$ cat src/hw/rtl/bfmu_pkg.sv
`timescale 1ns / 1ps
// ----------------------------------------------------------------------------
// bfmu_pkg
// Shared widths, mode codes and stage control types of the bitfield move unit.
// ----------------------------------------------------------------------------
package bfmu_pkg;

	localparam int REG_WIDTH = 64;
	localparam int DATA_W    = 64;
	localparam int SH_W      = $clog2(REG_WIDTH);
	localparam int CMP_W     = 8;
	localparam int MODE_W    = 4;
	localparam int FA_W      = 6;
	localparam int FB_W      = 7;
	localparam int EB_W      = 3;

	localparam logic [DATA_W-1:0] MASK_WIDE   = DATA_W'({REG_WIDTH{1'b1}});
	localparam logic [DATA_W-1:0] MASK_NARROW = DATA_W'({32{1'b1}});

	typedef enum logic [MODE_W-1:0] {
		MODE_UBFM  = 4'd0,
		MODE_SBFM  = 4'd1,
		MODE_UBFX  = 4'd2,
		MODE_SBFX  = 4'd3,
		MODE_UBFIZ = 4'd4,
		MODE_SBFIZ = 4'd5,
		MODE_LSL   = 4'd6,
		MODE_LSR   = 4'd7,
		MODE_ASR   = 4'd8,
		MODE_UXT   = 4'd9,
		MODE_SXT   = 4'd10
	} mode_t;

	// raw move operands after alias decode
	typedef struct packed {
		logic [SH_W-1:0] rot;
		logic [SH_W-1:0] top;
		logic            sgn;
		logic            zero;
		logic            wide;
	} bfmu_op_t;

	// field placement after rotation
	typedef struct packed {
		logic [SH_W-1:0] top_idx;
		logic [SH_W-1:0] bot_idx;
		logic            sgn;
		logic            zero;
		logic            wide;
	} bfmu_place_t;

endpackage

$ cat src/hw/rtl/bfmu_in_if.sv
`timescale 1ns / 1ps
// ----------------------------------------------------------------------------
// bfmu_in_if
// Operand channel of the bitfield move unit: valid, ready and operand fields.
// ----------------------------------------------------------------------------
interface bfmu_in_if import bfmu_pkg::*; ();
	logic              valid;
	logic              ready;
	logic [MODE_W-1:0] mode;
	logic              wide;
	logic [DATA_W-1:0] src_value;
	logic [FA_W-1:0]   field_a;
	logic [FB_W-1:0]   field_b;
	logic [EB_W-1:0]   ext_bytes;

	modport source (
		output valid, mode, wide, src_value, field_a, field_b, ext_bytes,
		input  ready
	);
	modport sink (
		input  valid, mode, wide, src_value, field_a, field_b, ext_bytes,
		output ready
	);
endinterface

$ cat src/hw/rtl/bfmu_out_if.sv
`timescale 1ns / 1ps
// ----------------------------------------------------------------------------
// bfmu_out_if
// Result channel of the bitfield move unit: valid, ready and result value.
// ----------------------------------------------------------------------------
interface bfmu_out_if import bfmu_pkg::*; ();
	logic              valid;
	logic              ready;
	logic [DATA_W-1:0] result;

	modport source (
		output valid, result,
		input  ready
	);
	modport sink (
		input  valid, result,
		output ready
	);
endinterface

$ cat src/hw/rtl/bfmu_decode.sv
`timescale 1ns / 1ps
// ----------------------------------------------------------------------------
// bfmu_decode
// Reduces every form and alias to a raw move: rotate amount, top bit, sign.
// ----------------------------------------------------------------------------
module bfmu_decode import bfmu_pkg::*; (
	input  logic [MODE_W-1:0] mode,
	input  logic              wide,
	input  logic [FA_W-1:0]   field_a,
	input  logic [FB_W-1:0]   field_b,
	input  logic [EB_W-1:0]   ext_bytes,
	output bfmu_op_t          op
);
	logic [CMP_W-1:0] reg_w;
	logic [CMP_W-1:0] a_in;
	logic [CMP_W-1:0] a_mod;
	logic [CMP_W-1:0] b_in;
	logic [CMP_W-1:0] s_raw;
	logic [CMP_W-1:0] room;
	logic [CMP_W-1:0] width;
	logic [CMP_W-1:0] neg_a;
	logic [CMP_W-1:0] ebits;
	logic [CMP_W-1:0] ebits_sel;
	logic [CMP_W-1:0] r;
	logic [CMP_W-1:0] s;

	always_comb begin
		reg_w = wide ? CMP_W'(REG_WIDTH) : CMP_W'(32);
		a_in  = CMP_W'(field_a);
		a_mod = (a_in >= reg_w) ? a_in - reg_w : a_in;
		b_in  = CMP_W'(field_b);
		s_raw = (b_in >= reg_w) ? reg_w - CMP_W'(1) : b_in;
		// clamp the field so it ends inside the register
		room  = reg_w - a_mod;
		width = (b_in > room) ? room : b_in;
		neg_a = (a_mod == '0) ? '0 : reg_w - a_mod;

		case (ext_bytes)
			EB_W'(1): ebits_sel = CMP_W'(8);
			EB_W'(2): ebits_sel = CMP_W'(16);
			default:  ebits_sel = CMP_W'(32);
		endcase
		ebits = (ebits_sel > reg_w) ? reg_w : ebits_sel;

		r       = '0;
		s       = '0;
		op.sgn  = 1'b0;
		op.zero = 1'b0;
		case (mode_t'(mode))
			MODE_UBFM: begin
				r = a_mod;
				s = s_raw;
			end
			MODE_SBFM: begin
				r      = a_mod;
				s      = s_raw;
				op.sgn = 1'b1;
			end
			MODE_UBFX, MODE_SBFX: begin
				r       = a_mod;
				s       = a_mod + width - CMP_W'(1);
				op.sgn  = (mode_t'(mode) == MODE_SBFX);
				op.zero = (width == '0);
			end
			MODE_UBFIZ, MODE_SBFIZ: begin
				r       = neg_a;
				s       = width - CMP_W'(1);
				op.sgn  = (mode_t'(mode) == MODE_SBFIZ);
				op.zero = (width == '0);
			end
			MODE_LSL: begin
				r = neg_a;
				s = reg_w - CMP_W'(1) - a_mod;
			end
			MODE_LSR: begin
				r = a_mod;
				s = reg_w - CMP_W'(1);
			end
			MODE_ASR: begin
				r      = a_mod;
				s      = reg_w - CMP_W'(1);
				op.sgn = 1'b1;
			end
			MODE_UXT: begin
				s = ebits - CMP_W'(1);
			end
			MODE_SXT: begin
				s      = ebits - CMP_W'(1);
				op.sgn = 1'b1;
			end
			default: begin
				op.zero = 1'b1;
			end
		endcase

		op.rot  = r[SH_W-1:0];
		op.top  = s[SH_W-1:0];
		op.wide = wide;
	end
endmodule

$ cat src/hw/rtl/bfmu_merge.sv
`timescale 1ns / 1ps
// ----------------------------------------------------------------------------
// bfmu_merge
// Masks the rotated source to the placed field and fills the sign above it.
// ----------------------------------------------------------------------------
module bfmu_merge import bfmu_pkg::*; (
	input  logic [DATA_W-1:0] rot_val,
	input  bfmu_place_t       place,
	output logic [DATA_W-1:0] result
);
	logic [DATA_W-1:0] mask_top;
	logic [DATA_W-1:0] mask_bot;
	logic [DATA_W-1:0] fill;
	logic [DATA_W-1:0] res_raw;
	logic              sign_bit;

	always_comb begin
		// low mask through the top bit, and low mask below the bottom bit
		mask_top = ~(({DATA_W{1'b1}} << place.top_idx) << 1);
		mask_bot = ~({DATA_W{1'b1}} << place.bot_idx);
		sign_bit = rot_val[place.top_idx];
		fill     = (place.sgn && sign_bit) ? ~mask_top : '0;
		res_raw  = (rot_val & mask_top & ~mask_bot) | fill;
		res_raw  = res_raw & (place.wide ? MASK_WIDE : MASK_NARROW);
		result   = place.zero ? '0 : res_raw;
	end
endmodule

$ cat src/hw/rtl/bitfield_move_unit.sv
`timescale 1ns / 1ps
// ----------------------------------------------------------------------------
// bitfield_move_unit
// Unsigned and signed bitfield moves with their extract, insert, shift and
// extend aliases; one operand set in, one result out.
// ----------------------------------------------------------------------------
//  channel  dir  handshake       payload
//  op       in   valid / ready   mode, wide, src_value, field_a, field_b, ext_bytes
//  res      out  valid / ready   result
//
//  three register stages: decode, rotate, mask and sign fill
//  an op passes the decode, rotate and mask stage registers in order; one op per cycle while res ready stays high
//  each stage advances on its own, so bubbles close up behind a stalled result
//  res ready low holds the last stage; earlier stages keep filling until full
//  arst_n clears the stage valid bits only; no other state
// ----------------------------------------------------------------------------
module bitfield_move_unit import bfmu_pkg::*; (
	input logic        clk,
	input logic        arst_n,
	bfmu_in_if.sink    op,
	bfmu_out_if.source res
);
	// stage enables, back to front
	logic en_s1;
	logic en_s2;
	logic en_s3;

	logic v_s1;
	logic v_s2;
	logic v_s3;

	// stage 1: decoded operands and masked source
	bfmu_op_t          dec_op;
	bfmu_op_t          op_s1;
	logic [DATA_W-1:0] src_s1;

	// stage 2: rotated source and field placement
	logic [2*DATA_W-1:0] dup;
	logic [DATA_W-1:0]   rot_val;
	logic [CMP_W-1:0]    reg_w;
	logic [CMP_W-1:0]    r_ext;
	logic [CMP_W-1:0]    s_ext;
	logic [CMP_W-1:0]    top_ext;
	logic [CMP_W-1:0]    bot_ext;
	bfmu_place_t         place;
	logic [DATA_W-1:0]   rot_s2;
	bfmu_place_t         place_s2;

	// stage 3: final value
	logic [DATA_W-1:0] merged;
	logic [DATA_W-1:0] res_s3;

	assign en_s3    = !v_s3 || res.ready;
	assign en_s2    = !v_s2 || en_s3;
	assign en_s1    = !v_s1 || en_s2;
	assign op.ready = en_s1;

	always_ff @(posedge clk or negedge arst_n) begin
		if (!arst_n) begin
			v_s1 <= 1'b0;
			v_s2 <= 1'b0;
			v_s3 <= 1'b0;
		end else begin
			if (en_s1) begin
				v_s1 <= op.valid;
			end
			if (en_s2) begin
				v_s2 <= v_s1;
			end
			if (en_s3) begin
				v_s3 <= v_s2;
			end
		end
	end

	// alias forms fold into one raw move
	bfmu_decode u_decode (
		.mode      (op.mode),
		.wide      (op.wide),
		.field_a   (op.field_a),
		.field_b   (op.field_b),
		.ext_bytes (op.ext_bytes),
		.op        (dec_op)
	);

	always_ff @(posedge clk) begin
		if (en_s1 && op.valid) begin
			op_s1  <= dec_op;
			src_s1 <= op.src_value & (op.wide ? MASK_WIDE : MASK_NARROW);
		end
	end

	// rotate right within the register width; field top sits at (s - r) mod width
	always_comb begin
		reg_w   = op_s1.wide ? CMP_W'(REG_WIDTH) : CMP_W'(32);
		dup     = op_s1.wide ? ((2*DATA_W)'(src_s1) << REG_WIDTH)
		                     : ((2*DATA_W)'(src_s1) << 32);
		dup     = dup | (2*DATA_W)'(src_s1);
		rot_val = DATA_W'(dup >> op_s1.rot);
		r_ext   = CMP_W'(op_s1.rot);
		s_ext   = CMP_W'(op_s1.top);
		if (s_ext >= r_ext) begin
			// field taken from the middle and dropped to bit 0
			top_ext = s_ext - r_ext;
			bot_ext = '0;
		end else begin
			// low field placed up at width - r
			top_ext = reg_w - r_ext + s_ext;
			bot_ext = reg_w - r_ext;
		end
		place.top_idx = top_ext[SH_W-1:0];
		place.bot_idx = bot_ext[SH_W-1:0];
		place.sgn     = op_s1.sgn;
		place.zero    = op_s1.zero;
		place.wide    = op_s1.wide;
	end

	always_ff @(posedge clk) begin
		if (en_s2 && v_s1) begin
			rot_s2   <= rot_val;
			place_s2 <= place;
		end
	end

	// field mask, sign fill and register width trim
	bfmu_merge u_merge (
		.rot_val (rot_s2),
		.place   (place_s2),
		.result  (merged)
	);

	always_ff @(posedge clk) begin
		if (en_s3 && v_s2) begin
			res_s3 <= merged;
		end
	end

	assign res.valid  = v_s3;
	assign res.result = res_s3;

endmodule

$ cat src/flat_wrapper.sv
// flat-port wrapper written by rule: the top's interface ports become plain ports
module bitfield_move_unit_flat import bfmu_pkg::*;
  (clk, arst_n, op_valid, op_mode, op_wide, op_src_value, op_field_a, op_field_b, op_ext_bytes, op_ready, res_valid, res_result, res_ready);
  bfmu_in_if op_i ();
  bfmu_out_if res_i ();
  input logic clk;
  input logic arst_n;
  input wire logic [$bits(op_i.valid)-1:0] op_valid;
  input wire logic [$bits(op_i.mode)-1:0] op_mode;
  input wire logic [$bits(op_i.wide)-1:0] op_wide;
  input wire logic [$bits(op_i.src_value)-1:0] op_src_value;
  input wire logic [$bits(op_i.field_a)-1:0] op_field_a;
  input wire logic [$bits(op_i.field_b)-1:0] op_field_b;
  input wire logic [$bits(op_i.ext_bytes)-1:0] op_ext_bytes;
  output wire logic [$bits(op_i.ready)-1:0] op_ready;
  output wire logic [$bits(res_i.valid)-1:0] res_valid;
  output wire logic [$bits(res_i.result)-1:0] res_result;
  input wire logic [$bits(res_i.ready)-1:0] res_ready;
  assign op_i.valid = op_valid;
  assign op_i.mode = op_mode;
  assign op_i.wide = op_wide;
  assign op_i.src_value = op_src_value;
  assign op_i.field_a = op_field_a;
  assign op_i.field_b = op_field_b;
  assign op_i.ext_bytes = op_ext_bytes;
  assign op_ready = op_i.ready;
  assign res_valid = res_i.valid;
  assign res_result = res_i.result;
  assign res_i.ready = res_ready;
  bitfield_move_unit u_core (.clk(clk), .arst_n(arst_n), .op(op_i), .res(res_i));
endmodule
$ cat config.mk
export PLATFORM = sky130hd
export DESIGN_NAME = bitfield_move_unit_flat
export DESIGN_NICKNAME = d
export VERILOG_FILES = /design/src/hw/rtl/bfmu_pkg.sv /design/src/hw/rtl/bfmu_in_if.sv /design/src/hw/rtl/bfmu_out_if.sv /design/src/hw/rtl/bfmu_decode.sv /design/src/hw/rtl/bfmu_merge.sv /design/src/hw/rtl/bitfield_move_unit.sv /design/src/flat_wrapper.sv
export SDC_FILE = /design/constraint.sdc
export NUM_CORES = 1
export LEC_CHECK = 0
export ABC_AREA = 1
export CAP_MARGIN = 10
export CELL_PAD_IN_SITES_DETAIL_PLACEMENT = 0
export CELL_PAD_IN_SITES_GLOBAL_PLACEMENT = 2
export CORE_MARGIN = 2
export CORE_UTILIZATION = 40
export CTS_CLUSTER_DIAMETER = 120
export DETAILED_ROUTE_END_ITERATION = 10
export DONT_BUFFER_PORTS = 1
export MAX_ROUTING_LAYER = met4
export PLACE_DENSITY_LB_ADDON = 0.1
export SLEW_MARGIN = 20
export SYNTH_ARGS = -nofsm -noshare
export SYNTH_HDL_FRONTEND = slang
export SYNTH_SLANG_ARGS = --single-unit
$ cat constraint.sdc
create_clock -name clk -period 8.1 [get_ports clk]
set_input_delay 1.62 -clock clk [delete_from_list [all_inputs] [get_ports clk]]
set_output_delay 1.62 -clock clk [all_outputs]
set_load 0.01 [all_outputs]
# Word-level counts from Yosys, hierarchy flattened

Index checks and enable logic that the tools add are counted.

Muxes and demuxes: 19
Reductions and logical operators: 23
Bitwise gates (word level): 10
$add $sub $neg: 11
Shift operators: 3
Eq/ne operators: 12
Order comparisons: 6

Operators with widths:

| cell                  | number |
|---|---|
| $and 64x64->64        | 4 |
| $not 64->64           | 4 |
| $mux 64               | 3 |
| $mux 128              | 1 |
| $or 128x64->128       | 1 |
| $shr 128x6->64        | 1 |
| $or 64x64->64         | 1 |
| $shl 64x6->63 const A | 1 |
| $shl 64x6->64 const A | 1 |
| $pmux 6 s6            | 1 |
| $mux 6                | 5 |
| $pmux 6 s2            | 2 |
| $sub 6x1->6 const B   | 4 |
| $sub 6x6->6           | 3 |
| $eq 4x3->1 const B    | 4 |
| $logic_not 8->1       | 2 |
| $mux 8                | 2 |
| $add 6x6->6           | 2 |
| $eq 4x4->1 const B    | 3 |
| $reduce_or 2->1       | 5 |
| $eq 4x2->1 const B    | 2 |
| $gt 7x8->1            | 1 |
| $sub 6x7->8           | 1 |
| $sub 7x8->8           | 1 |
| 21 further kinds      | 29 |

Output and inout port bits: 66
Input port bits: 89
Word-level logic and storage cells: 100
Bits in registers: 225

# Depth between registers and ports, before layout

Depth after elaboration: 9
Mapped depth: 35
Depth with buffers taken out: 35

# By module

Synthesis repeated with hierarchy kept, for this count alone.

Cells, all modules: 3069
Area, all modules: 20389.6 um2

By module, submodules not included:

| module             | instances | cells each | area an instance (um2) |
|---|---|---|---|
| bitfield_move_unit | 1         | 2168       | 15965.3 |
| bfmu_merge         | 1         | 651        | 2952.8 |
| bfmu_decode        | 1         | 250        | 1471.4 |

# Worst setup path after synthesis

OpenSTA, ideal clock, no wires.

Kind: in2reg
From: in op_wide
To: reg u_core.op_s1[8] in the netlist's numbering (data pin)
Arrival time: 6116 ps
Cell stages on the path: 34
Setup time: 253 ps
Setup slack: 1731 ps
Path through: buf_6 -> inv_1 -> ha_1 -> nor3_1 -> nand2_2 -> o211ai_1 -> ha_1 -> inv_1 -> xor2_1 -> ha_1 -> nand3_1 -> nor2_1 -> nor2_1 -> nand3_1 -> nand2_1 -> nand2_1 -> nand3_1 -> nand2_1 -> ha_1 -> inv_1 -> ha_1 -> fa_1 -> nand2_1 -> inv_1 -> nor2_1 -> nor2_1 -> nor2_1 -> xor2_1 -> xor2_1 -> or2_1 -> nand3_1 -> nand3_1 -> inv_1 -> nand2_1

RTL lines:

| element              | RTL line                 | RTL |
|---|---|---|
| start, declared      | flat_wrapper.sv:10       | `input wire logic [$bits(op_i.wide)-1:0] op_wide;` |
| end signal, assigned | bitfield_move_unit.sv:88 | `op_s1 <= dec_op;` |
| end, declared        | bitfield_move_unit.sv:34 | `bfmu_op_t op_s1;` |

==> impl_metrics.py <==
metrics = {
    "critical_path": {
        "path_common_cell": "nand2_1",
        "worst_ep_required_time_ns": 8.41,
        "cp.arrival_ns": 6.76,
        "critPathMaxStageDelay_ns": 0.45,
        "cp_max_fo": 6,
        "cp_slowest_cell": "fa_1",
        "critPathKind": "input pin to flop",
        "worstSetupEndpointType": "flop",
        "start_kind": "input pin",
        "r2r_cells": 9,
    },
    "final_layout": {
        "finalInstanceArea_um2": 20400,
        "num-nets-final": 2810,
        "area_delta_synth_final_pct": 4.55,
        "drive_above_1_share_pct": 4.41,
    },
    "placed_design": {
        "port_buffers": 0,
        "place_hpwl_mm": 62.8,
        "dpl_cell_area_um2": 19500,
        "place.gp.congestion": 0.999,
    },
    "global_route": {
        "grt_use_total_pct": 31.9,
        "grt_remaining_overflow": 0,
        "grt_max_degree": 99,
        "grt_pass1_vias": 17500,
        "grt_pass1_wl_mm": 116,
        "antenna_found_initial": 4,
    },
    "yosys": {
        "synth_edf_count": 222,
        "synth_area_per_cell_um2": 6.92,
        "synth_area_leaders": "edfxtp_1 (34%), nand2_1 (14%), o21ai_0 (8.6%)",
        "ys.flop_type": "edfxtp_1",
        "ys_top_cells_by_count": "nand2_1 (716), o21ai_0 (334), inv_1 (247)",
        "yosysMostFrequentCell": "nand2_1",
        "syn_nets": 2949,
        "yosys.area.top_type_share_pct": 34.1,
        "yosysWarnings": 0,
        "post_synth_num_cell_types": 55,
        "synth_top_cell_by_area": "edfxtp_1",
        "yosysSeqAreaShare_pct": 34.5,
        "netlist_instances": 2822,
        "async_flop_share_pct": 1.33,
        "synth_seq_cells": 225,
        "syn_area_um2": 19500,
    },
    "sta": {
        "hold_violations": 0,
        "clock_skew_ns": 0.0419,
        "setup_violations": 0,
        "slew_viol_final": 0,
        "timing.final.crit_share_pct": 79.6,
        "tns_ns": 0,
        "max-slew-margin-rel_pct": 26.1,
        "clock.fmax_mhz": 155,
        "rsz0062_at_grt": "no",
        "period_needed_ns": 6.45,
        "worst_pin_slew_ns": 1.08,
    },
    "clock_tree": {
        "cts_tree": "done",
        "post_cts_resize_count": 0,
        "cts.reportedPaths.clkPinSlew_ns": 0.06,
        "cts_setup_buffers": 0,
        "htreeDepth": 1,
        "clk_latency_ns": 0.58,
        "cts_hold_buf": 0,
        "cts_num_sinks": 225,
        "clock_path_buffers": 3,
        "numCtsBuffers": 26,
        "cts_root_buf": "clkbuf_16",
    },
    "route": {
        "wire_per_inst_um": 24.1,
        "viasPerCell": 5.88,
        "drt-pass1-iter-count": 7,
        "ant_nets": 0,
        "vias": 19500,
        "first_iter_violations": 2453,
        "drc": 0,
        "finalWirelength_mm": 80.0,
    },
    "pwr": {
        "powerDensity_nw_per_um2": 267,
        "total_leakage_power_uw": 0.00865,
        "ir_worst_vdd_v": 0.000205,
    },
    "min_path": {
        "hp-class": "flop to flop",
        "hold-path-cell-count": 0,
    },
    "floorplan": {
        "fp.dieArea_um2": 50600,
        "die_h_um": 225,
        "core-area_um2": 47900,
        "rows": 80,
        "die_w_um": 225,
        "io_pins": 155,
        "start_util_pct": 40.7,
    },
    "flow_run": {
        "drv_cap": 0,
    },
    "status": {
        "outcome": "finished, final reports clean",
    },
}
power by group:
group	internal, µW	total [µW]	switching (µW)	leakage [µW]
Sequential	1640	1920	280	0.00222
Clock	712	1200	489	0.000414
Combinational	620	2340	1720	0.00601
Total	2970	5450	2490	0.00865
state kept, by name, summed over array words and instances, names as in the netlist:
name and cells:
u_core.res.result 64, u_core.rot_s2 64, u_core.src_s1 64, u_core.op_s1 15, u_core.place_s2 15, u_core.res.valid 1, u_core.v_s1 1, u_core.v_s2 1
final timing paths:
| kind | startpoint | endpoint | slack, ns |
|---|---|---|---|
| min in group asynchronous | arst_n | u_core.res.valid$_DFFE_PN0P_ | 0.76 |
| max | op_field_a[1] | u_core.op_s1[8]$_DFFE_PP_ | 1.65 |
| max in group asynchronous | arst_n | u_core.v_s1$_DFFE_PN0N_ | 7.27 |
| max reg2reg | u_core.op_s1[9]$_DFFE_PP_ | u_core.rot_s2[25]$_DFFE_PP_ | 4.01 |
| min | u_core.op_s1[1]$_DFFE_PP_ | u_core.place_s2[1]$_DFFE_PP_ | 0.42 |
| min reg2reg | u_core.op_s1[1]$_DFFE_PP_ | u_core.place_s2[1]$_DFFE_PP_ | 0.42 |
placed cells by master, fill, tap and decap left out, drive strengths merged, types with 3 or more instances in the layout:
cell,instances
o22ai,16
o211ai,106
o21a,12
xnor2,4
a21oi,169
diode,5
edfxtp,222
bufinv,4
fa,3
o21bai,3
nor3,23
nand3b,3
xor2,10
nand4,7
o31ai,3
inv,254
nand2,720
clkinv,18
o2111ai,7
mux2i,46
a211oi,5
o21ai,475
or2,63
dfrtp,3
ha,35
clkinvlp,4
buf,27
nor2,168
clkbuf,27
nand3,234
a31oi,17
final cells by class:
cell class | instances | area (µm²)
Timing Repair Buffer | 27 | 203
Clock buffer | 27 | 654
Multi-Input combinational cell | 2141 | 10800
Sequential cell | 225 | 6740
Clock inverter | 18 | 211
Fill cell | 5083 | 27500
Tap cell | 615 | 769
Antenna cell | 5 | 12.5
Inverter | 262 | 993
metal layers:
metal  vias to the layer above  GRT usage, %  routed length (µm)
li1                       9393             -                   -
met3                       120          7.41                7290
met5                         -             -                   0
met2                       850          46.8               34700
met1                      9158          43.5               35200
met4                         0          9.57                2800
through the flow:
step / hold slack (ns) / util [%] / worst slack, ns / cells / power, µW
2_1_floorplan: 0.400 / - / 1.73 / 2822 / 3430
3_3_place_gp: 0.423 / 40.8 / 1.03 / 3270 / 4210
3_5_place_dp: 0.421 / 40.8 / 1.06 / 3270 / 4210
4_1_cts: 0.434 / 42.6 / 1.65 / 3315 / 5430
5_1_grt: 0.447 / 42.6 / 1.17 / 3319 / 5750
6_report: 0.424 / 42.6 / 1.65 / 3320 / 5450
cell families (layout without fill, tap and decap cells):
family | Yosys count | count (layout) | synth area share [%]
buffers and inverters | 456 | 334 | 10.1
AOI/OAI and AO/OA | 821 | 821 | 23.5
xor gates and xnor gates | 14 | 14 | 0.628
other | 0 | 5 | 0
and+or+nand+nor | 1222 | 1222 | 26.4
muxes | 46 | 46 | 2.36
adders and majority gates | 38 | 38 | 2.55
DFF | 225 | 225 | 34.5
critical path, delay by kind of cell:
kind	cells	cell delay (ns)
adder cells (fa/ha/maj)	6	1.86
AO/OA/AOI/OAI	1	0.22
buffers and inverters	5	0.42
XOR/XNOR	3	0.66
AND/OR/NAND/NOR	19	1.96
Note: power is estimated with default switching activity, not from simulation.
